===== src/rtl/deas_pkg.sv =====
// ----------------------------------------------------------------------------
// deas_pkg
// Types, codes and defaults shared by the double-ended ring store.
// ----------------------------------------------------------------------------
package deas_pkg;

  localparam int DEPTH_DEFAULT         = 16;
  localparam int ELEMENT_WIDTH_DEFAULT = 32;

  localparam int CMD_W   = 3;
  localparam int DATA_W  = 32;
  localparam int INDEX_W = 4;
  localparam int COUNT_W = 5;
  localparam int ERR_W   = 2;

  typedef enum logic [CMD_W-1:0] {
    CMD_PUSH_FRONT = 3'd0,
    CMD_PUSH_BACK  = 3'd1,
    CMD_POP_FRONT  = 3'd2,
    CMD_POP_BACK   = 3'd3,
    CMD_READ       = 3'd4
  } command_t;

  typedef enum logic [ERR_W-1:0] {
    ERR_OK    = 2'd0,
    ERR_EMPTY = 2'd1,
    ERR_FULL  = 2'd2,
    ERR_RANGE = 2'd3
  } error_t;

  // Commands from the controller to the datapath.
  typedef struct packed {
    logic capture;
    logic execute;
    logic load_out;
  } ctrl_cmd_t;

endpackage


===== src/rtl/deas_ifs.sv =====
// ----------------------------------------------------------------------------
// deas_ifs
// Valid/ready channels for commands into and results out of the store.
// ----------------------------------------------------------------------------
interface deas_req_if;
  logic                         valid;
  logic                         ready;
  logic [deas_pkg::CMD_W-1:0]   command;
  logic [deas_pkg::DATA_W-1:0]  element_data;
  logic [deas_pkg::INDEX_W-1:0] item_index;

  modport source (output valid, output command, output element_data,
                  output item_index, input ready);
  modport sink   (input valid, input command, input element_data,
                  input item_index, output ready);
endinterface

interface deas_rsp_if;
  logic                         valid;
  logic                         ready;
  logic [deas_pkg::DATA_W-1:0]  read_data;
  logic [deas_pkg::COUNT_W-1:0] entry_count;
  logic                         is_empty;
  logic [deas_pkg::ERR_W-1:0]   error_code;

  modport source (output valid, output read_data, output entry_count,
                  output is_empty, output error_code, input ready);
  modport sink   (input valid, input read_data, input entry_count,
                  input is_empty, input error_code, output ready);
endinterface


===== src/rtl/deas_ctrl.sv =====
// ----------------------------------------------------------------------------
// deas_ctrl
// Sequencer: capture a command, run its memory access, hand over the result.
// ----------------------------------------------------------------------------
module deas_ctrl (
  input  logic                clk,
  input  logic                rst,
  input  logic                in_valid,
  output logic                in_ready,
  output logic                out_valid,
  input  logic                out_ready,
  output deas_pkg::ctrl_cmd_t cmd
);

  typedef enum logic [1:0] {
    S_IDLE,
    S_EXEC,
    S_RESULT
  } state_t;

  state_t state;
  logic   out_free;

  assign in_ready     = (state == S_IDLE);
  assign out_free     = !out_valid || out_ready;
  assign cmd.capture  = in_valid && in_ready;
  assign cmd.execute  = (state == S_EXEC);
  assign cmd.load_out = (state == S_RESULT) && out_free;

  always_ff @(posedge clk) begin
    if (rst) begin
      state     <= S_IDLE;
      out_valid <= 1'b0;
    end else begin
      unique case (state)
        S_IDLE: begin
          if (in_valid) state <= S_EXEC;
        end
        S_EXEC: begin
          state <= S_RESULT;
        end
        S_RESULT: begin
          // Wait here until the result register is free or being emptied.
          if (out_free) state <= S_IDLE;
        end
        default: state <= S_IDLE;
      endcase
      if (cmd.load_out) begin
        out_valid <= 1'b1;
      end else if (out_ready) begin
        out_valid <= 1'b0;
      end
    end
  end

endmodule


===== src/rtl/deas_datapath.sv =====
// ----------------------------------------------------------------------------
// deas_datapath
// Ring pointers, element memory and result register of the store.
// ----------------------------------------------------------------------------
module deas_datapath #(
  parameter int DEPTH         = deas_pkg::DEPTH_DEFAULT,
  parameter int ELEMENT_WIDTH = deas_pkg::ELEMENT_WIDTH_DEFAULT
) (
  input  logic                         clk,
  input  logic                         rst,
  input  deas_pkg::ctrl_cmd_t          cmd,
  input  logic [deas_pkg::CMD_W-1:0]   command,
  input  logic [deas_pkg::DATA_W-1:0]  element_data,
  input  logic [deas_pkg::INDEX_W-1:0] item_index,
  output logic [deas_pkg::DATA_W-1:0]  read_data,
  output logic [deas_pkg::COUNT_W-1:0] entry_count,
  output logic                         is_empty,
  output logic [deas_pkg::ERR_W-1:0]   error_code
);

  localparam int PTR_W = $clog2(DEPTH);
  localparam int CNT_W = $clog2(DEPTH + 1);
  localparam int SUM_W = PTR_W + 2;
  localparam int CMP_W = (CNT_W > deas_pkg::INDEX_W) ? CNT_W : deas_pkg::INDEX_W;
  localparam logic [PTR_W-1:0] LAST_SLOT = PTR_W'(DEPTH - 1);
  localparam logic [CNT_W-1:0] FULL_COUNT = CNT_W'(DEPTH);
  localparam logic [SUM_W-1:0] DEPTH_SUM = SUM_W'(DEPTH);

  logic [ELEMENT_WIDTH-1:0] mem [DEPTH];
  logic [ELEMENT_WIDTH-1:0] mem_rdata;

  logic [PTR_W-1:0]             front;
  logic [CNT_W-1:0]             count;
  logic [deas_pkg::CMD_W-1:0]   cmd_q;
  logic [ELEMENT_WIDTH-1:0]     data_q;
  logic [deas_pkg::INDEX_W-1:0] idx_q;
  deas_pkg::error_t             err_q;
  logic                         rd_valid_q;

  logic [PTR_W-1:0]   front_next;
  logic [CNT_W-1:0]   count_next;
  deas_pkg::error_t   err_next;
  logic               rd_valid_next;
  logic               we;
  logic [PTR_W-1:0]   addr;
  logic [CNT_W-1:0]   offset;
  logic [SUM_W-1:0]   sum;
  logic [PTR_W-1:0]   slot;
  logic [PTR_W-1:0]   front_dec;
  logic [PTR_W-1:0]   front_inc;
  logic               is_full;
  logic               is_zero;
  logic               in_range;

  assign is_full  = (count == FULL_COUNT);
  assign is_zero  = (count == '0);
  assign in_range = CMP_W'(idx_q) < CMP_W'(count);

  assign front_dec = (front == '0) ? LAST_SLOT : front - 1'b1;
  assign front_inc = (front == LAST_SLOT) ? '0 : front + 1'b1;

  // Logical offset from the front of the slot this command touches.
  always_comb begin
    case (cmd_q)
      deas_pkg::CMD_PUSH_BACK: offset = count;
      deas_pkg::CMD_POP_BACK:  offset = count - 1'b1;
      deas_pkg::CMD_READ:      offset = CNT_W'(idx_q);
      default:                 offset = '0;
    endcase
  end

  // For a command that succeeds the sum stays below twice the depth, so one conditional subtract wraps it.
  assign sum  = SUM_W'(front) + SUM_W'(offset);
  assign slot = (sum >= DEPTH_SUM) ? PTR_W'(sum - DEPTH_SUM) : PTR_W'(sum);

  always_comb begin
    front_next    = front;
    count_next    = count;
    err_next      = deas_pkg::ERR_OK;
    rd_valid_next = 1'b0;
    we            = 1'b0;
    addr          = slot;
    unique case (cmd_q)
      deas_pkg::CMD_PUSH_FRONT: begin
        addr = front_dec;
        if (is_full) begin
          err_next = deas_pkg::ERR_FULL;
        end else begin
          we         = 1'b1;
          front_next = front_dec;
          count_next = count + 1'b1;
        end
      end
      deas_pkg::CMD_PUSH_BACK: begin
        if (is_full) begin
          err_next = deas_pkg::ERR_FULL;
        end else begin
          we         = 1'b1;
          count_next = count + 1'b1;
        end
      end
      deas_pkg::CMD_POP_FRONT: begin
        addr = front;
        if (is_zero) begin
          err_next = deas_pkg::ERR_EMPTY;
        end else begin
          rd_valid_next = 1'b1;
          front_next    = front_inc;
          count_next    = count - 1'b1;
        end
      end
      deas_pkg::CMD_POP_BACK: begin
        if (is_zero) begin
          err_next = deas_pkg::ERR_EMPTY;
        end else begin
          rd_valid_next = 1'b1;
          count_next    = count - 1'b1;
        end
      end
      deas_pkg::CMD_READ: begin
        if (!in_range) begin
          err_next = deas_pkg::ERR_RANGE;
        end else begin
          rd_valid_next = 1'b1;
        end
      end
      default: begin
      end
    endcase
  end

  always_ff @(posedge clk) begin
    if (rst) begin
      front <= '0;
      count <= '0;
    end else if (cmd.execute) begin
      front <= front_next;
      count <= count_next;
    end
  end

  always_ff @(posedge clk) begin
    if (cmd.capture) begin
      cmd_q  <= command;
      data_q <= ELEMENT_WIDTH'(element_data);
      idx_q  <= item_index;
    end
    if (cmd.execute) begin
      err_q      <= err_next;
      rd_valid_q <= rd_valid_next;
    end
  end

  always_ff @(posedge clk) begin
    if (cmd.execute && we) mem[addr] <= data_q;
    if (cmd.execute) mem_rdata <= mem[addr];
  end

  always_ff @(posedge clk) begin
    if (cmd.load_out) begin
      read_data   <= rd_valid_q ? deas_pkg::DATA_W'(mem_rdata) : '0;
      entry_count <= deas_pkg::COUNT_W'(count);
      is_empty    <= (count == '0);
      error_code  <= err_q;
    end
  end

endmodule


===== src/rtl/double_ended_array_store_unit.sv =====
// ----------------------------------------------------------------------------
// double_ended_array_store_unit
// Double-ended ring store: push and pop at either end, read by index.
//
//   Channel    Role   Carries
//   request    sink   command, element_data, item_index
//   response   source read_data, entry_count, is_empty, error_code
//
// A command is captured at its transfer, then runs its access of the single-port
// element memory (registered read), then loads the result register once that
// register is free. One command is worked at a time, so a new command is taken
// only after the last one has loaded its result.
// Reset clears the front pointer and count; entries stay undefined until pushed,
// so there is no clearing pass. While a result waits in its register, the next
// command is still taken and held at its result cycle until the register frees.
// ----------------------------------------------------------------------------
module double_ended_array_store_unit #(
  parameter int DEPTH         = deas_pkg::DEPTH_DEFAULT,
  parameter int ELEMENT_WIDTH = deas_pkg::ELEMENT_WIDTH_DEFAULT
) (
  input logic        clk,
  input logic        rst,
  deas_req_if.sink   request,
  deas_rsp_if.source response
);

  deas_pkg::ctrl_cmd_t cmd;

  deas_ctrl u_ctrl (
    .clk       (clk),
    .rst       (rst),
    .in_valid  (request.valid),
    .in_ready  (request.ready),
    .out_valid (response.valid),
    .out_ready (response.ready),
    .cmd       (cmd)
  );

  deas_datapath #(
    .DEPTH         (DEPTH),
    .ELEMENT_WIDTH (ELEMENT_WIDTH)
  ) u_datapath (
    .clk          (clk),
    .rst          (rst),
    .cmd          (cmd),
    .command      (request.command),
    .element_data (request.element_data),
    .item_index   (request.item_index),
    .read_data    (response.read_data),
    .entry_count  (response.entry_count),
    .is_empty     (response.is_empty),
    .error_code   (response.error_code)
  );

endmodule


===== src/flat_wrapper.sv =====
// flat-port wrapper written by rule: the top's interface ports become plain ports
module double_ended_array_store_unit_flat 
#(
  parameter int DEPTH         = deas_pkg::DEPTH_DEFAULT,
  parameter int ELEMENT_WIDTH = deas_pkg::ELEMENT_WIDTH_DEFAULT
)
  (clk, rst, request_valid, request_command, request_element_data, request_item_index, request_ready, response_valid, response_read_data, response_entry_count, response_is_empty, response_error_code, response_ready);
  deas_req_if request_i ();
  deas_rsp_if response_i ();
  input logic clk;
  input logic rst;
  input wire logic [$bits(request_i.valid)-1:0] request_valid;
  input wire logic [$bits(request_i.command)-1:0] request_command;
  input wire logic [$bits(request_i.element_data)-1:0] request_element_data;
  input wire logic [$bits(request_i.item_index)-1:0] request_item_index;
  output wire logic [$bits(request_i.ready)-1:0] request_ready;
  output wire logic [$bits(response_i.valid)-1:0] response_valid;
  output wire logic [$bits(response_i.read_data)-1:0] response_read_data;
  output wire logic [$bits(response_i.entry_count)-1:0] response_entry_count;
  output wire logic [$bits(response_i.is_empty)-1:0] response_is_empty;
  output wire logic [$bits(response_i.error_code)-1:0] response_error_code;
  input wire logic [$bits(response_i.ready)-1:0] response_ready;
  assign request_i.valid = request_valid;
  assign request_i.command = request_command;
  assign request_i.element_data = request_element_data;
  assign request_i.item_index = request_item_index;
  assign request_ready = request_i.ready;
  assign response_valid = response_i.valid;
  assign response_read_data = response_i.read_data;
  assign response_entry_count = response_i.entry_count;
  assign response_is_empty = response_i.is_empty;
  assign response_error_code = response_i.error_code;
  assign response_i.ready = response_ready;
  double_ended_array_store_unit #(.DEPTH(DEPTH), .ELEMENT_WIDTH(ELEMENT_WIDTH)) u_core (.clk(clk), .rst(rst), .request(request_i), .response(response_i));
endmodule

===== config.mk =====
export PLATFORM = sky130hd
export DESIGN_NAME = double_ended_array_store_unit_flat
export DESIGN_NICKNAME = d
export VERILOG_FILES = /design/src/rtl/deas_pkg.sv /design/src/rtl/deas_ifs.sv /design/src/rtl/deas_ctrl.sv /design/src/rtl/deas_datapath.sv /design/src/rtl/double_ended_array_store_unit.sv /design/src/flat_wrapper.sv
export SDC_FILE = /design/constraint.sdc
export NUM_CORES = 1
export LEC_CHECK = 0
export BUFFER_PORTS_ARGS = -buffer_cell sky130_fd_sc_hd__buf_2
export CAP_MARGIN = 10
export CORE_MARGIN = 5
export CORE_UTILIZATION = 60
export CTS_CLUSTER_DIAMETER = 150
export DETAILED_ROUTE_END_ITERATION = 8
export PLACE_DENSITY = 0.77
export SLEW_MARGIN = 20
export SYNTH_ARGS = -nofsm -noshare
export SYNTH_HDL_FRONTEND = slang
export SYNTH_SLANG_ARGS = --single-unit

===== constraint.sdc =====
create_clock -name clk -period 14 [get_ports clk]
set_input_delay 2.8 -clock clk [delete_from_list [all_inputs] [get_ports clk]]
set_output_delay 2.8 -clock clk [all_outputs]
set_load 0.005 [all_outputs]

==> flow_summary_export.csv <==
group,metric,value,unit
power,design_power_total,4130,µW
clock_tree,path_clk_slew,0.06,ns
timing,final_min_period_over_clock_period,42.0,%
floorplanning,die-area,46000,µm²
global_routing,initial_antenna_violation_count,0,
logic_synthesis,syn-num-nets,1874,
global_routing,globalRouteTotalUtil,23.8,%
final_layout,layout.nets,1945,
clock_tree,clk_path_buf_depth,3,
placement,io_buffer_count,84,
timing,setup_viol,0,
clock_tree,hold_buffer_count_at_cts,0,
critical_path,path_max_fanout,73,
critical_path,required,14.23,ns
power,power_frac_comb,8.4,%
critical_path,setup.worst_path.start_class,"flop",
routing,vias,15200,
power,cellLeakagePower,0.00945,µW
logic_synthesis,synthCells,1819,
logic_synthesis,synth_top_cells_by_area,"sky130_fd_sc_hd__edfxtp_1 (75%), sky130_fd_sc_hd__nand2_1 (6.0%), sky130_fd_sc_hd__nand4_1 (3.2%)",
logic_synthesis,synthDominantAreaCellType,"sky130_fd_sc_hd__edfxtp_1",
timing,finalHoldWorstSlack,0.437,ns
logic_synthesis,post_synth_instance_area,25100,µm²
clock_tree,tritoncts,"done",
global_routing,maximum_number_of_pins_on_one_net_before_global_route_repair,199,
routing,antenna_violating_nets_post_route,0,
routing,wire_per_inst,22.6,µm
critical_path,critical_path.endpoint_type,"flop",
routing,first_pass_iters,5,
logic_synthesis,synthesis.yosys.warnings,0,
floorplanning,width_of_the_die,214,µm
global_routing,grt_first_pass_wirelength,85600,µm
critical_path,timing_worst_setup_path_type,"reg -> reg",
logic_synthesis,synth.ff_latch_count,638,
routing,totalWireLength,55800,µm
status,outcome,"finished clean",
timing,finClkSkew,0.0218,ns
global_routing,vias_in_the_first_global_route,15100,
final_layout,fillCellCount,2677,
power,power.net_switching,964,µW
placement,detailedPlacementHpwl,29200,µm
power,switching_share,23.3,%
timing,setup_repair_after_global_routing_missed_its_margin,"no",
logic_synthesis,yosysUniqueCellTypes,51,
final_layout,layout-area-overhead-vs-synth,11.8,%
logic_synthesis,avgSynthCellArea,13.8,µm²
power,power_frac_clock,39.1,%
final_layout,drive_above_1_share,12.3,%
final_layout,num_antenna_cells,0,
power,peakVddDrop,0.000105,V
critical_path,cp_data_arrival_time,6.11,ns
clock_tree,cts_num_sinks,638,
clock_tree,cts_setup_buffers,0,
power,intPower,3170,µW
floorplanning,start_util,61.0,%
global_routing,grt_overflow,0,
logic_synthesis,synthArstFlopShare,0,%
final_layout,final_common_cell,"sky130_fd_sc_hd__edfxtp_1",
floorplanning,io_pins,85,
clock_tree,cts_bufs_inserted,66,
hold_path,worst_hold_path_type,"reg -> reg",
run,max_cap_violations,0,
final_layout,fin_cells,2468,
timing,fin_tns_setup,0,ns
timing,fmaxAchievable,170,MHz
routing,drcViolationCount,0,
logic_synthesis,synth_enable_flop_cells,626,
routing,drt_first_iter_violations,1818,
logic_synthesis,synth_sequential_area_ratio,76.0,%
logic_synthesis,synth_top_cell_area_share,75.0,%
final_layout,final_core_area_utilization,68.2,%
logic_synthesis,synthFlopType,"sky130_fd_sc_hd__edfxtp_1",
clock_tree,clk_latency,0.58,ns
clock_tree,htree_levels,3,
floorplanning,std_cell_rows,74,
timing,hold_violations,0,
timing,finalWorstPathRequiredPeriod,5.87,ns
floorplanning,core,41100,µm²
final_layout,commonest_non_fill_non_tap_cells_in_the_layout,"sky130_fd_sc_hd__edfxtp_1 (626), sky130_fd_sc_hd__nand2_1 (398), sky130_fd_sc_hd__nor2_1 (210)",
routing,vias_per_cell,6.15,
timing,report.final.slew_viol_count,0,
clock_tree,post_cts_resize_count,0,
power,power.density,148,nW/µm²
placement,dp.cells,2353,
clock_tree,cts.root.buffer_cell,"sky130_fd_sc_hd__clkbuf_16",
power,power_frac_seq,52.6,%
timing,slew_headroom,28.0,%
timing,tightest_slew,1.08,ns
floorplanning,die_h,214,µm
placement,gp_congestion,0.809,
==> sequential cells by signal, summed over array words and instances (netlist names) <==
signal	flops
u_core.u_datapath.mem	512
u_core.u_datapath.data_q	32
u_core.u_datapath.mem_rdata	32
u_core.u_datapath.read_data	32
u_core.u_datapath.count	5
u_core.u_datapath.entry_count	5
u_core.u_datapath.front	4
u_core.u_datapath.idx_q	4
u_core.u_datapath.cmd_q	3
u_core.u_ctrl.state	2
u_core.u_datapath.err_q	2
u_core.u_datapath.error_code	2
u_core.u_ctrl.out_valid	1
u_core.u_datapath.is_empty	1
u_core.u_datapath.rd_valid_q	1
==> Yosys cell counts (4+ instances only) <==
cell / instances
sky130_fd_sc_hd__buf_2: 71
sky130_fd_sc_hd__mux2i_1: 33
sky130_fd_sc_hd__nor3b_1: 8
sky130_fd_sc_hd__a21oi_1: 12
sky130_fd_sc_hd__xnor2_1: 6
sky130_fd_sc_hd__ha_1: 11
sky130_fd_sc_hd__dfxtp_1: 12
sky130_fd_sc_hd__o21ai_0: 11
sky130_fd_sc_hd__nand4_1: 130
sky130_fd_sc_hd__nand3_1: 66
sky130_fd_sc_hd__nor3_1: 8
sky130_fd_sc_hd__and2_1: 33
sky130_fd_sc_hd__o2111ai_1: 64
sky130_fd_sc_hd__edfxtp_1: 626
sky130_fd_sc_hd__nand2b_1: 8
sky130_fd_sc_hd__clkbuf_1: 37
sky130_fd_sc_hd__nor2b_1: 9
sky130_fd_sc_hd__nand2_1: 399
sky130_fd_sc_hd__buf_1: 4
sky130_fd_sc_hd__nor2_1: 210
sky130_fd_sc_hd__xor2_1: 5
sky130_fd_sc_hd__a21o_1: 4
sky130_fd_sc_hd__inv_1: 11
sky130_fd_sc_hd__buf_4: 6
==> worst paths after layout <==
| path | slack (ns) | startpoint | end | depth (start not counted) |
|---|---|---|---|---|
| hold / removal | 0.44 | u_core.u_datapath.err_q[1] | u_core.u_datapath.error_code[1] | 0 |
| setup / recovery | 8.13 | u_core.u_datapath.cmd_q[1] | u_core.u_datapath.mem[2][26] | 11 |
| hold reg to reg | 0.44 | u_core.u_datapath.err_q[1] | u_core.u_datapath.error_code[1] | 0 |
| setup reg to reg | 8.13 | u_core.u_datapath.cmd_q[1] | u_core.u_datapath.mem[2][26] | 11 |
==> power by group through the flow <==
stage / registers (µW) / logic [µW] / clock network, µW
2_1_floorplan: 2200 / 246 / 0
3_3_place_gp: 2210 / 330 / 0
3_5_place_dp: 2210 / 342 / 0
4_1_cts: 2170 / 343 / 1640
5_1_grt: 2180 / 377 / 1720
6_report: 2170 / 345 / 1620
==> stage by stage <==
stage	cell area (µm²)	worst slack [ns]
floorplan	25100	7.55
global placement	26000	8.09
detailed placement	26000	8.16
CTS	28000	8.14
global route	28000	7.85
finish	28000	8.13
==> cells by family (layout without fill, tap and decap cells) <==
group	after synthesis	after routing	synth area share [%]
buffers and inverters	129	246	2.38
adder cells (fa/ha/maj)	12	12	0.629
AND/OR/NAND/NOR	881	881	15.6
XOR/XNOR	11	11	0.384
AO/OA/AOI/OAI	115	115	3.68
multiplexers	33	33	1.32
flip-flops	638	638	76.0
==> critical path, stage by stage, from the launching register on <==
cell	delay [ns]
sky130_fd_sc_hd__edfxtp_1	0.78
sky130_fd_sc_hd__nor3b_1	0.21
sky130_fd_sc_hd__a22o_1	0.29
sky130_fd_sc_hd__ha_1	0.22
sky130_fd_sc_hd__fa_1	0.41
sky130_fd_sc_hd__xor2_1	0.18
sky130_fd_sc_hd__nor2_1	0.26
sky130_fd_sc_hd__a21o_4	0.62
sky130_fd_sc_hd__buf_4	0.81
sky130_fd_sc_hd__nand2_1	0.36
sky130_fd_sc_hd__nor3_2	0.85
sky130_fd_sc_hd__buf_4	0.50
==> layer usage <==
layer  up-vias  share of wire [%]  track usage (%)
met5         -                  0                0
met4         0                2.7             8.46
met3       114                8.6             4.01
met2       800                 49             38.8
met1      7408                 39             33.0
li1       6861                  -                -
==> cell type report <==
cell class,instances,area (µm²),share of cell area [%]
flip-flops and latches,638,19000,67.9
multi-input cells,1052,5570,19.9
clock buffers,81,1790,6.39
repair buffers,121,718,2.56
well taps,532,666,2.38
clock inverters,33,204,0.728
inverters,11,41.3,0.147
No activity file was read; power rests on OpenSTA's default activity.
